### config.mk
export PLATFORM = sky130hd
export DESIGN_NAME = multichannel_average_minmax_normalizer_top
export DESIGN_NICKNAME = d
export VERILOG_FILES = /design/src/hdl/mamn_pkg.sv /design/src/hdl/multichannel_average_minmax_normalizer_top.sv
export SDC_FILE = /design/constraint.sdc
export NUM_CORES = 1
export LEC_CHECK = 0
export BUFFER_PORTS_ARGS = -buffer_cell sky130_fd_sc_hd__buf_4
export CAP_MARGIN = 20
export CELL_PAD_IN_SITES_DETAIL_PLACEMENT = 0
export CELL_PAD_IN_SITES_GLOBAL_PLACEMENT = 1
export CORE_MARGIN = 2
export CORE_UTILIZATION = 60
export CTS_BUF_LIST = sky130_fd_sc_hd__clkbuf_4
export CTS_CLUSTER_SIZE = 20
export DETAILED_ROUTE_END_ITERATION = 7
export PLACE_DENSITY_LB_ADDON = 0.1
export SYNTH_ARGS = -nofsm -noshare
export SYNTH_HDL_FRONTEND = slang
export SYNTH_SLANG_ARGS = --single-unit
### constraint.sdc
create_clock -name clk -period 20.8 [get_ports clk]
set_input_delay 3.12 -clock clk [delete_from_list [all_inputs] [get_ports clk]]
set_output_delay 3.12 -clock clk [all_outputs]
set_load 0.02 [all_outputs]
### src/hdl/mamn_pkg.sv
// ----------------------------------------------------------------------------
// mamn_pkg
// Constants shared by the multichannel average / min-max normalizer.
// ----------------------------------------------------------------------------
package mamn_pkg;

  // Geometry. WINDOW must be a power of two: the average is a right shift.
  localparam int CHANNELS    = 6;
  localparam int WINDOW      = 8;
  localparam int SAMPLE_BITS = 10;

  // Fixed field widths of the stream items.
  localparam int CH_BITS   = 3;
  localparam int PCT_BITS  = 7;
  localparam int LAMP_BITS = 6;

  localparam int PCT_SCALE  = 100;
  localparam int THR_RESET  = 80;

  // Derived sizes.
  localparam int CH_AW      = (CHANNELS > 1) ? $clog2(CHANNELS) : 1;
  localparam int POS_BITS   = $clog2(WINDOW);
  localparam int SUM_BITS   = SAMPLE_BITS + POS_BITS;
  localparam int RING_DEPTH = CHANNELS * WINDOW;
  localparam int RING_AW    = $clog2(RING_DEPTH);
  localparam int DIVD_BITS  = SAMPLE_BITS + PCT_BITS;
  localparam int QCNT_BITS  = $clog2(PCT_BITS);

  // Stream packing.
  localparam int IN_RAW   = CH_BITS + SAMPLE_BITS;
  localparam int IN_W     = ((IN_RAW + 7) / 8) * 8;
  localparam int OUT_RAW  = CH_BITS + 3 * SAMPLE_BITS + PCT_BITS + 1 + LAMP_BITS;
  localparam int OUT_W    = ((OUT_RAW + 7) / 8) * 8;
  localparam int OUT_PAD  = OUT_W - OUT_RAW;

endpackage

### src/hdl/multichannel_average_minmax_normalizer_top.sv
// ----------------------------------------------------------------------------
// multichannel_average_minmax_normalizer_top
// Per-channel moving average with running min/max and percent normalization.
// ----------------------------------------------------------------------------
// Usage:
//   Samples arrive on the s_* stream (channel, sample in tdata, seed in tuser).
//   Each accepted transfer produces exactly one result transfer on m_*.
//   Per-channel state (ring position, sum, min, max) lives in a small
//   synchronous memory and the sample windows in a second one; the block
//   reads, updates and writes back one item at a time.
//   A normal update replaces the oldest window sample, writes back the
//   channel state and then forms the percent level with the seven-step
//   restoring divider; a zero min-max range skips the divider, a seed
//   writes every window entry instead, and a channel out of range goes
//   straight to the result. The user writes the threshold through
//   cfg_wr_en / cfg_wr_data only while idle; the block does not enforce this.
//   s_tready is high while the block is idle; a result waiting in the output
//   register does not block the next input transfer, but the block holds the
//   following result until the receiver takes the pending one.
//   Reset clears all windows, sums, min/max marks and lamp bits to zero (valid
//   flags make unwritten entries read as zero) and sets the threshold to 80.
// ----------------------------------------------------------------------------
module multichannel_average_minmax_normalizer_top
  import mamn_pkg::*;
(
  input  logic                clk,
  input  logic                rst,
  input  logic                s_tvalid,
  output logic                s_tready,
  input  logic [IN_W-1:0]     s_tdata,   // channel[2:0], sample[12:3], zero pad
  input  logic                s_tuser,   // seed
  output logic                m_tvalid,
  input  logic                m_tready,
  // channel_out[2:0], average[12:3], low_mark[22:13], high_mark[32:23],
  // level_pct[39:33], above[40], lamp_mask[46:41], zero pad
  output logic [OUT_W-1:0]    m_tdata,
  input  logic                cfg_wr_en,
  input  logic [PCT_BITS-1:0] cfg_wr_data
);

  typedef struct packed {
    logic [SUM_BITS-1:0]    sum;
    logic [POS_BITS-1:0]    pos;
    logic [SAMPLE_BITS-1:0] lo;
    logic [SAMPLE_BITS-1:0] hi;
  } chan_t;

  typedef enum logic [2:0] {
    S_IDLE, S_CH, S_RING, S_FILL, S_MUL, S_DIV, S_FIN
  } state_t;

  state_t state;

  // Memories.
  logic [SAMPLE_BITS-1:0] ring_mem [RING_DEPTH];
  chan_t                  chan_mem [CHANNELS];
  logic [RING_DEPTH-1:0]  ring_vld;
  logic [CHANNELS-1:0]    chan_vld;
  logic [SAMPLE_BITS-1:0] ring_rd;
  logic                   ring_rd_vld;
  chan_t                  chan_rd;
  logic                   chan_rd_vld;

  // Item registers.
  logic [CH_BITS-1:0]     ch_q;
  logic [SAMPLE_BITS-1:0] smp_q;
  logic                   seed_q;
  logic                   in_range;
  logic [SUM_BITS-1:0]    c_sum;
  logic [POS_BITS-1:0]    c_pos;
  logic [SAMPLE_BITS-1:0] c_lo;
  logic [SAMPLE_BITS-1:0] c_hi;
  logic [SAMPLE_BITS-1:0] avg_q;
  logic [SAMPLE_BITS-1:0] lo_q;
  logic [SAMPLE_BITS-1:0] hi_q;
  logic [PCT_BITS-1:0]    quo;
  logic [DIVD_BITS-1:0]   rem;
  logic [SAMPLE_BITS-1:0] dvs;
  logic [QCNT_BITS-1:0]   bit_cnt;
  logic [POS_BITS-1:0]    fill_cnt;
  logic [RING_AW-1:0]     ring_base;
  logic [RING_AW-1:0]     ring_addr;
  logic [PCT_BITS-1:0]    thr;
  logic [CHANNELS-1:0]    lamp;

  // Combinational helpers.
  logic [CH_AW-1:0]       ch_idx;
  logic [CH_AW-1:0]       s_ch_idx;
  logic                   s_in_range;
  chan_t                  c_eff;
  logic [POS_BITS-1:0]    pos_eff;
  logic [POS_BITS-1:0]    pos_inc;
  logic [RING_AW-1:0]     ring_raddr;
  logic [SAMPLE_BITS-1:0] old_smp;
  logic [SUM_BITS-1:0]    sum_new;
  logic [SAMPLE_BITS-1:0] lo_new;
  logic [SAMPLE_BITS-1:0] hi_new;
  logic                   ring_we;
  logic [RING_AW-1:0]     ring_waddr;
  logic                   chan_we;
  chan_t                  chan_wdata;
  logic [SAMPLE_BITS-1:0] rng;
  logic [SAMPLE_BITS-1:0] diff;
  logic [SAMPLE_BITS-1:0] diff_clamp;
  logic [DIVD_BITS-1:0]   trial;
  logic                   above;
  logic [CHANNELS-1:0]    lamp_next;
  logic                   out_free;

  assign s_tready   = (state == S_IDLE);
  assign ch_idx     = ch_q[CH_AW-1:0];
  assign s_ch_idx   = s_tdata[CH_AW-1:0];
  assign s_in_range = {1'b0, s_tdata[CH_BITS-1:0]} < (CH_BITS + 1)'(CHANNELS);
  assign out_free   = !m_tvalid || m_tready;

  always_comb begin
    c_eff = chan_rd_vld ? chan_rd : '0;
    if ({1'b0, c_eff.pos} >= (POS_BITS + 1)'(WINDOW)) begin
      pos_eff = '0;
    end else begin
      pos_eff = c_eff.pos;
    end
    if ({1'b0, c_pos} + (POS_BITS + 1)'(1) == (POS_BITS + 1)'(WINDOW)) begin
      pos_inc = '0;
    end else begin
      pos_inc = c_pos + POS_BITS'(1);
    end
    ring_raddr = ring_base + RING_AW'(pos_eff);

    old_smp = ring_rd_vld ? ring_rd : '0;
    sum_new = c_sum - SUM_BITS'(old_smp) + SUM_BITS'(smp_q);
    lo_new  = (smp_q < c_lo) ? smp_q : c_lo;
    hi_new  = (smp_q > c_hi) ? smp_q : c_hi;

    ring_we    = (state == S_RING) || (state == S_FILL);
    ring_waddr = (state == S_FILL) ? ring_base + RING_AW'(fill_cnt) : ring_addr;

    chan_we    = (state == S_RING) || ((state == S_FILL) && (fill_cnt == '0));
    if (state == S_FILL) begin
      chan_wdata.sum = SUM_BITS'(smp_q) << POS_BITS;
      chan_wdata.pos = '0;
      chan_wdata.lo  = smp_q;
      chan_wdata.hi  = smp_q;
    end else begin
      chan_wdata.sum = sum_new;
      chan_wdata.pos = pos_inc;
      chan_wdata.lo  = lo_new;
      chan_wdata.hi  = hi_new;
    end

    // Clamping the difference to the range gives the same result as
    // saturating the quotient at the full scale.
    rng        = hi_q - lo_q;
    diff       = (avg_q > lo_q) ? avg_q - lo_q : '0;
    diff_clamp = (diff > rng) ? rng : diff;
    trial      = DIVD_BITS'(dvs) << bit_cnt;

    above     = in_range && (quo >= thr);
    lamp_next = lamp;
    if (in_range) begin
      lamp_next[ch_idx] = above;
    end
  end

  // Sample windows and channel state, with registered reads.
  always_ff @(posedge clk) begin
    if (ring_we) begin
      ring_mem[ring_waddr] <= smp_q;
    end
    ring_rd <= ring_mem[ring_raddr];
    if (chan_we) begin
      chan_mem[ch_idx] <= chan_wdata;
    end
    chan_rd <= chan_mem[s_ch_idx];
  end

  always_ff @(posedge clk) begin
    if (rst) begin
      state       <= S_IDLE;
      m_tvalid    <= 1'b0;
      ring_vld    <= '0;
      chan_vld    <= '0;
      lamp        <= '0;
      thr         <= PCT_BITS'(THR_RESET);
    end else begin
      if (cfg_wr_en) begin
        thr <= cfg_wr_data;
      end
      // In S_FIN the output register is reloaded instead when it is free.
      if (m_tvalid && m_tready && (state != S_FIN)) begin
        m_tvalid <= 1'b0;
      end
      ring_rd_vld <= ring_vld[ring_raddr];
      if (ring_we) begin
        ring_vld[ring_waddr] <= 1'b1;
      end
      if (chan_we) begin
        chan_vld[ch_idx] <= 1'b1;
      end

      case (state)
        S_IDLE: begin
          if (s_tvalid) begin
            ch_q        <= s_tdata[CH_BITS-1:0];
            smp_q       <= s_tdata[CH_BITS +: SAMPLE_BITS];
            seed_q      <= s_tuser;
            in_range    <= s_in_range;
            ring_base   <= RING_AW'(s_ch_idx) * RING_AW'(WINDOW);
            chan_rd_vld <= chan_vld[s_ch_idx];
            avg_q       <= '0;
            lo_q        <= '0;
            hi_q        <= '0;
            quo         <= '0;
            state       <= s_in_range ? S_CH : S_FIN;
          end
        end
        S_CH: begin
          c_sum     <= c_eff.sum;
          c_pos     <= pos_eff;
          c_lo      <= c_eff.lo;
          c_hi      <= c_eff.hi;
          ring_addr <= ring_raddr;
          fill_cnt  <= '0;
          state     <= seed_q ? S_FILL : S_RING;
        end
        S_RING: begin
          avg_q <= sum_new[POS_BITS +: SAMPLE_BITS];
          lo_q  <= lo_new;
          hi_q  <= hi_new;
          state <= S_MUL;
        end
        S_FILL: begin
          fill_cnt <= fill_cnt + POS_BITS'(1);
          if ({1'b0, fill_cnt} == (POS_BITS + 1)'(WINDOW - 1)) begin
            avg_q <= smp_q;
            lo_q  <= smp_q;
            hi_q  <= smp_q;
            state <= S_FIN;
          end
        end
        S_MUL: begin
          rem     <= DIVD_BITS'(diff_clamp) * DIVD_BITS'(PCT_SCALE);
          dvs     <= rng;
          bit_cnt <= QCNT_BITS'(PCT_BITS - 1);
          state   <= (hi_q > lo_q) ? S_DIV : S_FIN;
        end
        S_DIV: begin
          if (rem >= trial) begin
            rem          <= rem - trial;
            quo[bit_cnt] <= 1'b1;
          end
          bit_cnt <= bit_cnt - QCNT_BITS'(1);
          if (bit_cnt == '0) begin
            state <= S_FIN;
          end
        end
        S_FIN: begin
          if (out_free) begin
            lamp     <= lamp_next;
            m_tvalid <= 1'b1;
            m_tdata  <= {{OUT_PAD{1'b0}}, LAMP_BITS'(lamp_next), above, quo,
                         hi_q, lo_q, avg_q, ch_q};
            state    <= S_IDLE;
          end
        end
        default: begin
          state <= S_IDLE;
        end
      endcase
    end
  end

endmodule

## Word-level counts from Yosys, hierarchy flattened

Memory sizes are Yosys's and may differ from the RTL's. A register that Yosys moved wholly into a read port is not among the register bits.
Index checks and enable logic that the tools add are counted.

| storage, ports and cells | value |
|---|---|
| flip-flop bits (word level) | 247 |
| bits in writable memories | 696 |
| output and inout port bits | 50 |
| memories | 2 |

| cells by class | value |
|---|---|
| $add $sub $neg | 11 |
| multiply operators | 1 |
| $lt $le $gt $ge | 16 |
| equal/unequal tests | 14 |
| shifts and indexed selects | 1 |
| muxes and demuxes | 48 |
| bitwise gates (word level) | 4 |
| reductions and logical operators | 29 |

Memories:

| memory | depth | bits a word | read ports | clocked after Yosys merged registers in | wr ports | line | text |
|---|---|---|---|---|---|---|---|
| ring_mem | 48 | 10 | 1 | 1 | 1 | multichannel_average_minmax_normalizer_top.sv:55 | `logic [SAMPLE_BITS-1:0] ring_mem [RING_DEPTH];` |
| chan_mem | 6 | 36 | 1 | 1 | 1 | multichannel_average_minmax_normalizer_top.sv:56 | `chan_t chan_mem [CHANNELS];` |

Operators with widths:

| operator | count |
|---|---|
| 10-bit one-hot mux with 3 select lines | 3 |
| 10-bit two-way mux | 7 |
| 48-bit OR | 1 |
| 10-bit > comparator | 4 |
| 36-bit two-way mux | 1 |
| 17-bit one-hot mux with 2 select lines | 1 |
| 23-bit two-way mux | 1 |
| 3-bit one-hot mux with 7 select lines | 1 |
| 10-bit subtractor | 2 |
| 3-bit two-way mux | 6 |
| 17-bit greater-or-equal comparator | 1 |
| 17-bit two-way mux | 1 |
| 10-bit by 3-bit left shift with 17-bit output | 1 |
| 17-bit subtractor | 1 |
| 10-bit by 5-bit multiplier with 15-bit output, second input constant | 1 |
| 6-bit by 7-bit less-than comparator with 1-bit output, second input constant | 2 |
| 7-bit two-way mux | 2 |
| 7-bit one-hot mux with 2 select lines | 1 |
| 13-bit by 10-bit adder with 13-bit output | 1 |
| 1-bit two-way mux | 13 |
| 13-bit by 10-bit subtractor with 13-bit output | 1 |
| 6-bit by 3-bit adder with 6-bit output | 2 |
| 3-bit == test, second input constant | 4 |
| 3-bit by 4-bit less-than comparator with 1-bit output, second input constant | 3 |
| other kinds (34) | 63 |

## Longest topological paths before layout

| depth | value |
|---|---|
| depth after elaboration | 7 |
| depth in mapped cells | 34 |
| depth with buffers taken out | 33 |

## Worst setup path after synthesis

OpenSTA, ideal clock, no wires.

| timing path | value |
|---|---|
| path kind | register -> register |
| from | register lo_q[1] |
| to | register rem[16], data pin |
| setup time | 270 ps |
| data arrival time | 6412 ps |
| required time | 20530 ps |
| path slack | 14118 ps |
| stages on the path, launching flop included | 32 |
| buffers on the path | 0 |
| clock period less this slack | 6682 ps |
| path through | edfxtp_1 -> inv_1 -> ha_1 -> nor2b_1 -> o21ai_0 -> a21boi_0 -> o21ai_0 -> a21oi_1 -> o21ai_0 -> nand2_1 -> o311ai_0 -> inv_1 -> ha_1 -> and4_1 -> nand4_1 -> nor2_1 -> nand3_1 -> a31oi_4 -> mux2_2 -> ha_1 -> ha_1 -> fa_1 -> ha_1 -> a21o_1 -> a21oi_1 -> o21bai_1 -> a21oi_1 -> o21bai_1 -> a21oi_1 -> o21ai_0 -> xnor2_1 -> o21ai_0 |

RTL lines:

| item | line | text |
|---|---|---|
| start, declared | multichannel_average_minmax_normalizer_top.sv:74 | `logic [SAMPLE_BITS-1:0] lo_q;` |
| start signal, assigned | multichannel_average_minmax_normalizer_top.sv:228 | `lo_q <= lo_new;` |
| start signal, assigned | multichannel_average_minmax_normalizer_top.sv:236 | `lo_q <= smp_q;` |
| 10-bit subtractor * | multichannel_average_minmax_normalizer_top.sv:153 | `rng = hi_q - lo_q;` |
| named net rng[9] | multichannel_average_minmax_normalizer_top.sv:102 | `logic [SAMPLE_BITS-1:0] rng;` |
| 10-bit > comparator | multichannel_average_minmax_normalizer_top.sv:155 | `diff_clamp = (diff > rng) ? rng : diff;` |
| 10-bit two-way mux * | multichannel_average_minmax_normalizer_top.sv:155 |  |
| 10-bit by 5-bit multiplier with 15-bit output * | multichannel_average_minmax_normalizer_top.sv:242 | `rem <= DIVD_BITS'(diff_clamp) * DIVD_BITS'(PCT_SCALE);` |
| 17-bit one-hot mux with 2 select lines * | multichannel_average_minmax_normalizer_top.sv:201 | `case (state)` |
| end signal, assigned | multichannel_average_minmax_normalizer_top.sv:242 |  |
| end signal, assigned | multichannel_average_minmax_normalizer_top.sv:249 | `rem <= rem - trial;` |
| end, declared | multichannel_average_minmax_normalizer_top.sv:77 | `logic [DIVD_BITS-1:0] rem;` |

Mark *: on every way through the listed nets, which the timed path passes. The rest lies on a longest branch.
A chain may end at the register's enable or synchronous reset.

## Final worst setup path

Ends and elaborated chain as after synthesis.

==> reports/metrics.cfg <==
[critical_path]
crit_arrival_ns=8.96
r2r_cells=31
critPathMaxFanout=17
r2r-end=rem[16]
startpoint_type=flop
endpoint_kind=flop
slowest_delay_ns=0.91
cp-startpoint=lo_q[1]
slowest_stage=o311ai_0
crit_path_end=rem[16]
worstPathRequired_ns=21.58
path_class=reg -> reg
worstReg2RegStart=lo_q[1]
regToRegSetupSlack_ns=12.62

[pwr]
powerDensity_nw_per_um2=119
ir_worst_vdd_uv=89.2
p_leak_nw=17.3

[global_routing]
grt_overflow=0
grt_busiest_layer=met2
grt_pass1_vias=26100
antenna_found_initial=2
use_met1_pct=40.6
grtUsageMet2_pct=42.3
met3_usage_pct=7.37
grt_max_degree=135
grt_pass1_wl_mm=156
grt.total_usage_pct=28.2

[yosys]
synth_top_area_share_pct=61.2
synth_cell_types=69
ys_top_cells_by_area=edfxtp_1 (61%), dfxtp_1 (5.5%), mux2_2 (4.9%), ha_1 (3.6%), mux2i_1 (2.3%)
synth_cells=2938
synth_top_area_cell=edfxtp_1
synth_ff_type=edfxtp_1
yosysSeqAreaShare_pct=66.7
synth_edf_count=869
ys_ff_latch=986
synth_area_um2=42600
async_reset_ff_share_pct=0
synth_nets=3109
avgSynthCellArea_um2=14.5
yosys_warnings=0

[placed_design]
gp_congestion=0.872
hpwlAfterDp_mm=62.7
portBuffers=74
placed_area_um2=44200
pre_cts_ws_ns=12.67

[flow_run]
maxCapViolCount=0

[detailed_routing]
via_per_inst=6.09
post_drt_wl_per_cell_um=23.9
drc_errors=0
drt-total-wl_mm=103
drtPass1Iterations=7
drt_iter0_markers=2389
ant_nets=0
vias=26200

[die]
dieArea_um2=73200
fp.dieH_um=271
start_util_pct=60.8
core_area_um2=70100
io_pins=79
rows=97
dieWidth_um=271

[sta]
worst_slew_pin_slew_ns=1.11
clock_skew_ns=0.0864
slew_headroom_pct=25.2
hold_viol=0
setup_viol_count_final=0
worst_slack_ns=12.62
slew_violations=0
fin_setup_tns_ns=0
maxClockFrequency_mhz=122
min_period_over_period_pct=39.3
fin_crit_ns=8.18
rsz0062_at_grt=no

[worst_hold_path]
hold_class=reg -> reg

[clocking]
clock-root-buffer=clkbuf_4
cts.clk_slew.worst_paths_ns=0.07
cts_tree=yes
postCtsHoldBufs=0
postCtsSetupBuffers=0
clockBufferDepth=3
htreeDepth=4
numCtsBuffers=241
clk_latency_ns=1.08
cts.sinks=986
cts-resized-gates=0

[layout]
final_nets=3324
fillers=5155
drive_gt1_share_pct=23.2
final_core_util_pct=67.7
design_area_um2=47500
area_delta_synth_final_pct=11.4

[run_status]
run_status=finished, final reports clean

[layout make-up]
| class | instances | area, µm² | share of cell area, % |
|---|---|---|---|
| antenna | 1 | 2.50 | 0.00527 |
| clock buffer | 362 | 2720 | 5.72 |
| clock inverter | 87 | 434 | 0.914 |
| inverter | 150 | 563 | 1.19 |
| multi-input combinational | 1639 | 13100 | 27.6 |
| sequential | 986 | 28400 | 59.9 |
| tap | 940 | 1180 | 2.48 |
| timing repair buffer | 135 | 1060 | 2.23 |
[placed cells by master, fill, tap and decap left out, types with 18 or more instances in the layout]
cell type	instances
buf_4	128
clkinv_1	67
mux2i_1	99
mux2_2	186
a21o_1	27
o21ai_0	104
a21oi_1	138
a221oi_1	34
o32ai_1	21
and2_1	56
xnor2_1	35
mux4_2	39
inv_1	147
fa_1	18
dfxtp_1	114
a22o_1	41
a22oi_1	53
nand2_1	112
nor2_1	198
nor3_1	26
a221o_1	64
edfxtp_1	869
nand3_1	28
ha_1	124
o21a_1	40
clkbuf_4	362
[how the worst min path moves through the flow]
stage | from | to | slack, ns | cells past startpoint
6_report | lo_q[1] | m_tdata[14] | 0.46 | 0
2_1_floorplan | lo_q[1] | m_tdata[14] | 0.43 | 0
5_1_grt | hi_q[0] | m_tdata[23] | 0.48 | 0
3_5_place_dp | quo[0] | m_tdata[33] | 0.44 | 0
4_1_cts | quo[0] | m_tdata[33] | 0.45 | 0
3_3_place_gp | quo[0] | m_tdata[33] | 0.43 | 0
[cell usage after synthesis, types with 9 or more instances]
cell type and number:
inv_1 148, nand2b_1 13, mux4_2 39, o32ai_1 21, buf_2 12, o21ai_0 104, mux2_2 186, nand3_1 28
a21oi_1 138, a221o_1 64, nor2_1 200, nand4_1 9, a22oi_1 53, ha_1 124, xnor2_1 35, clkbuf_1 130
a21o_1 27, nor3_1 29, and2_1 58, edfxtp_1 869, xor2_1 9, mux2i_1 99, fa_1 18, a31oi_1 11
nand2_1 114, a221oi_1 34, and3_1 13, o21bai_1 12, o311ai_0 13, a22o_1 41, buf_1 20, o21a_1 40
dfxtp_1 117, nor2b_1 15
[report_power, final]
| part | internal [mW] | switching [mW] |
|---|---|---|
| sequential | 2.40 | 0.0568 |
| clock | 0.814 | 0.777 |
| combinational | 0.596 | 0.995 |
| total | 3.81 | 1.83 |
[stage by stage]
step                instances  power [mW]  hold WS [ns]
floorplan                2938        3.62         0.426
global placement         3835        4.04         0.432
detailed placement       3837        4.08         0.438
CTS                      4286        5.67         0.454
global route             4300        5.97         0.475
finish                   4300        5.64         0.459
[registers in the layout, indices dropped and copies added, names as in the netlist, 3 cells and up]
signal	flops
lamp	6
ring_addr	4
bit_cnt	3
avg_q	10
chan_vld	6
c_sum	13
dvs	10
lo_q	10
state	3
smp_q	10
ch_idx	3
fill_cnt	3
c_lo	10
chan_rd	36
thr	7
ring_mem	480
ring_rd	10
quo	7
c_hi	10
rem	17
hi_q	10
m_tdata	47
chan_mem	216
ring_vld	48
[worst max-delay path: cells and delay by family, from the launching register on]
family | cells | cell delay [ns]
multiplexers | 1 | 0.44
buffers and inverters | 2 | 0.29
flip-flops | 1 | 0.39
adder cells (fa/ha/maj) | 6 | 2.01
AO/OA/AOI/OAI | 15 | 3.75
XOR/XNOR | 1 | 0.21
AND/OR/NAND/NOR | 6 | 0.83
[routing by layer]
metal | up-vias | wire, µm | share of wire [%]
li1 | 11900 | - | -
met1 | 13000 | 44500 | 43
met2 | 1154 | 46600 | 45
met3 | 163 | 9570 | 9.3
met4 | 0 | 2220 | 2.2
met5 | - | 0 | 0
[cell families (layout without fill, tap and decap cells)]
family                     after synthesis  in the layout  synth area share, %
DFF                                    986            986                 66.7
AOI/OAI and AO/OA                      612            612                 10.1
and+or+nand+nor                        513            513                 5.62
muxes                                  327            327                 9.40
buffers and inverters                  313            734                 2.80
adders and majority gates              142            142                 4.48
xor gates and xnor gates                44             44                0.904
other                                    1              2              0.00879
No activity file was read; power rests on OpenSTA's default activity.
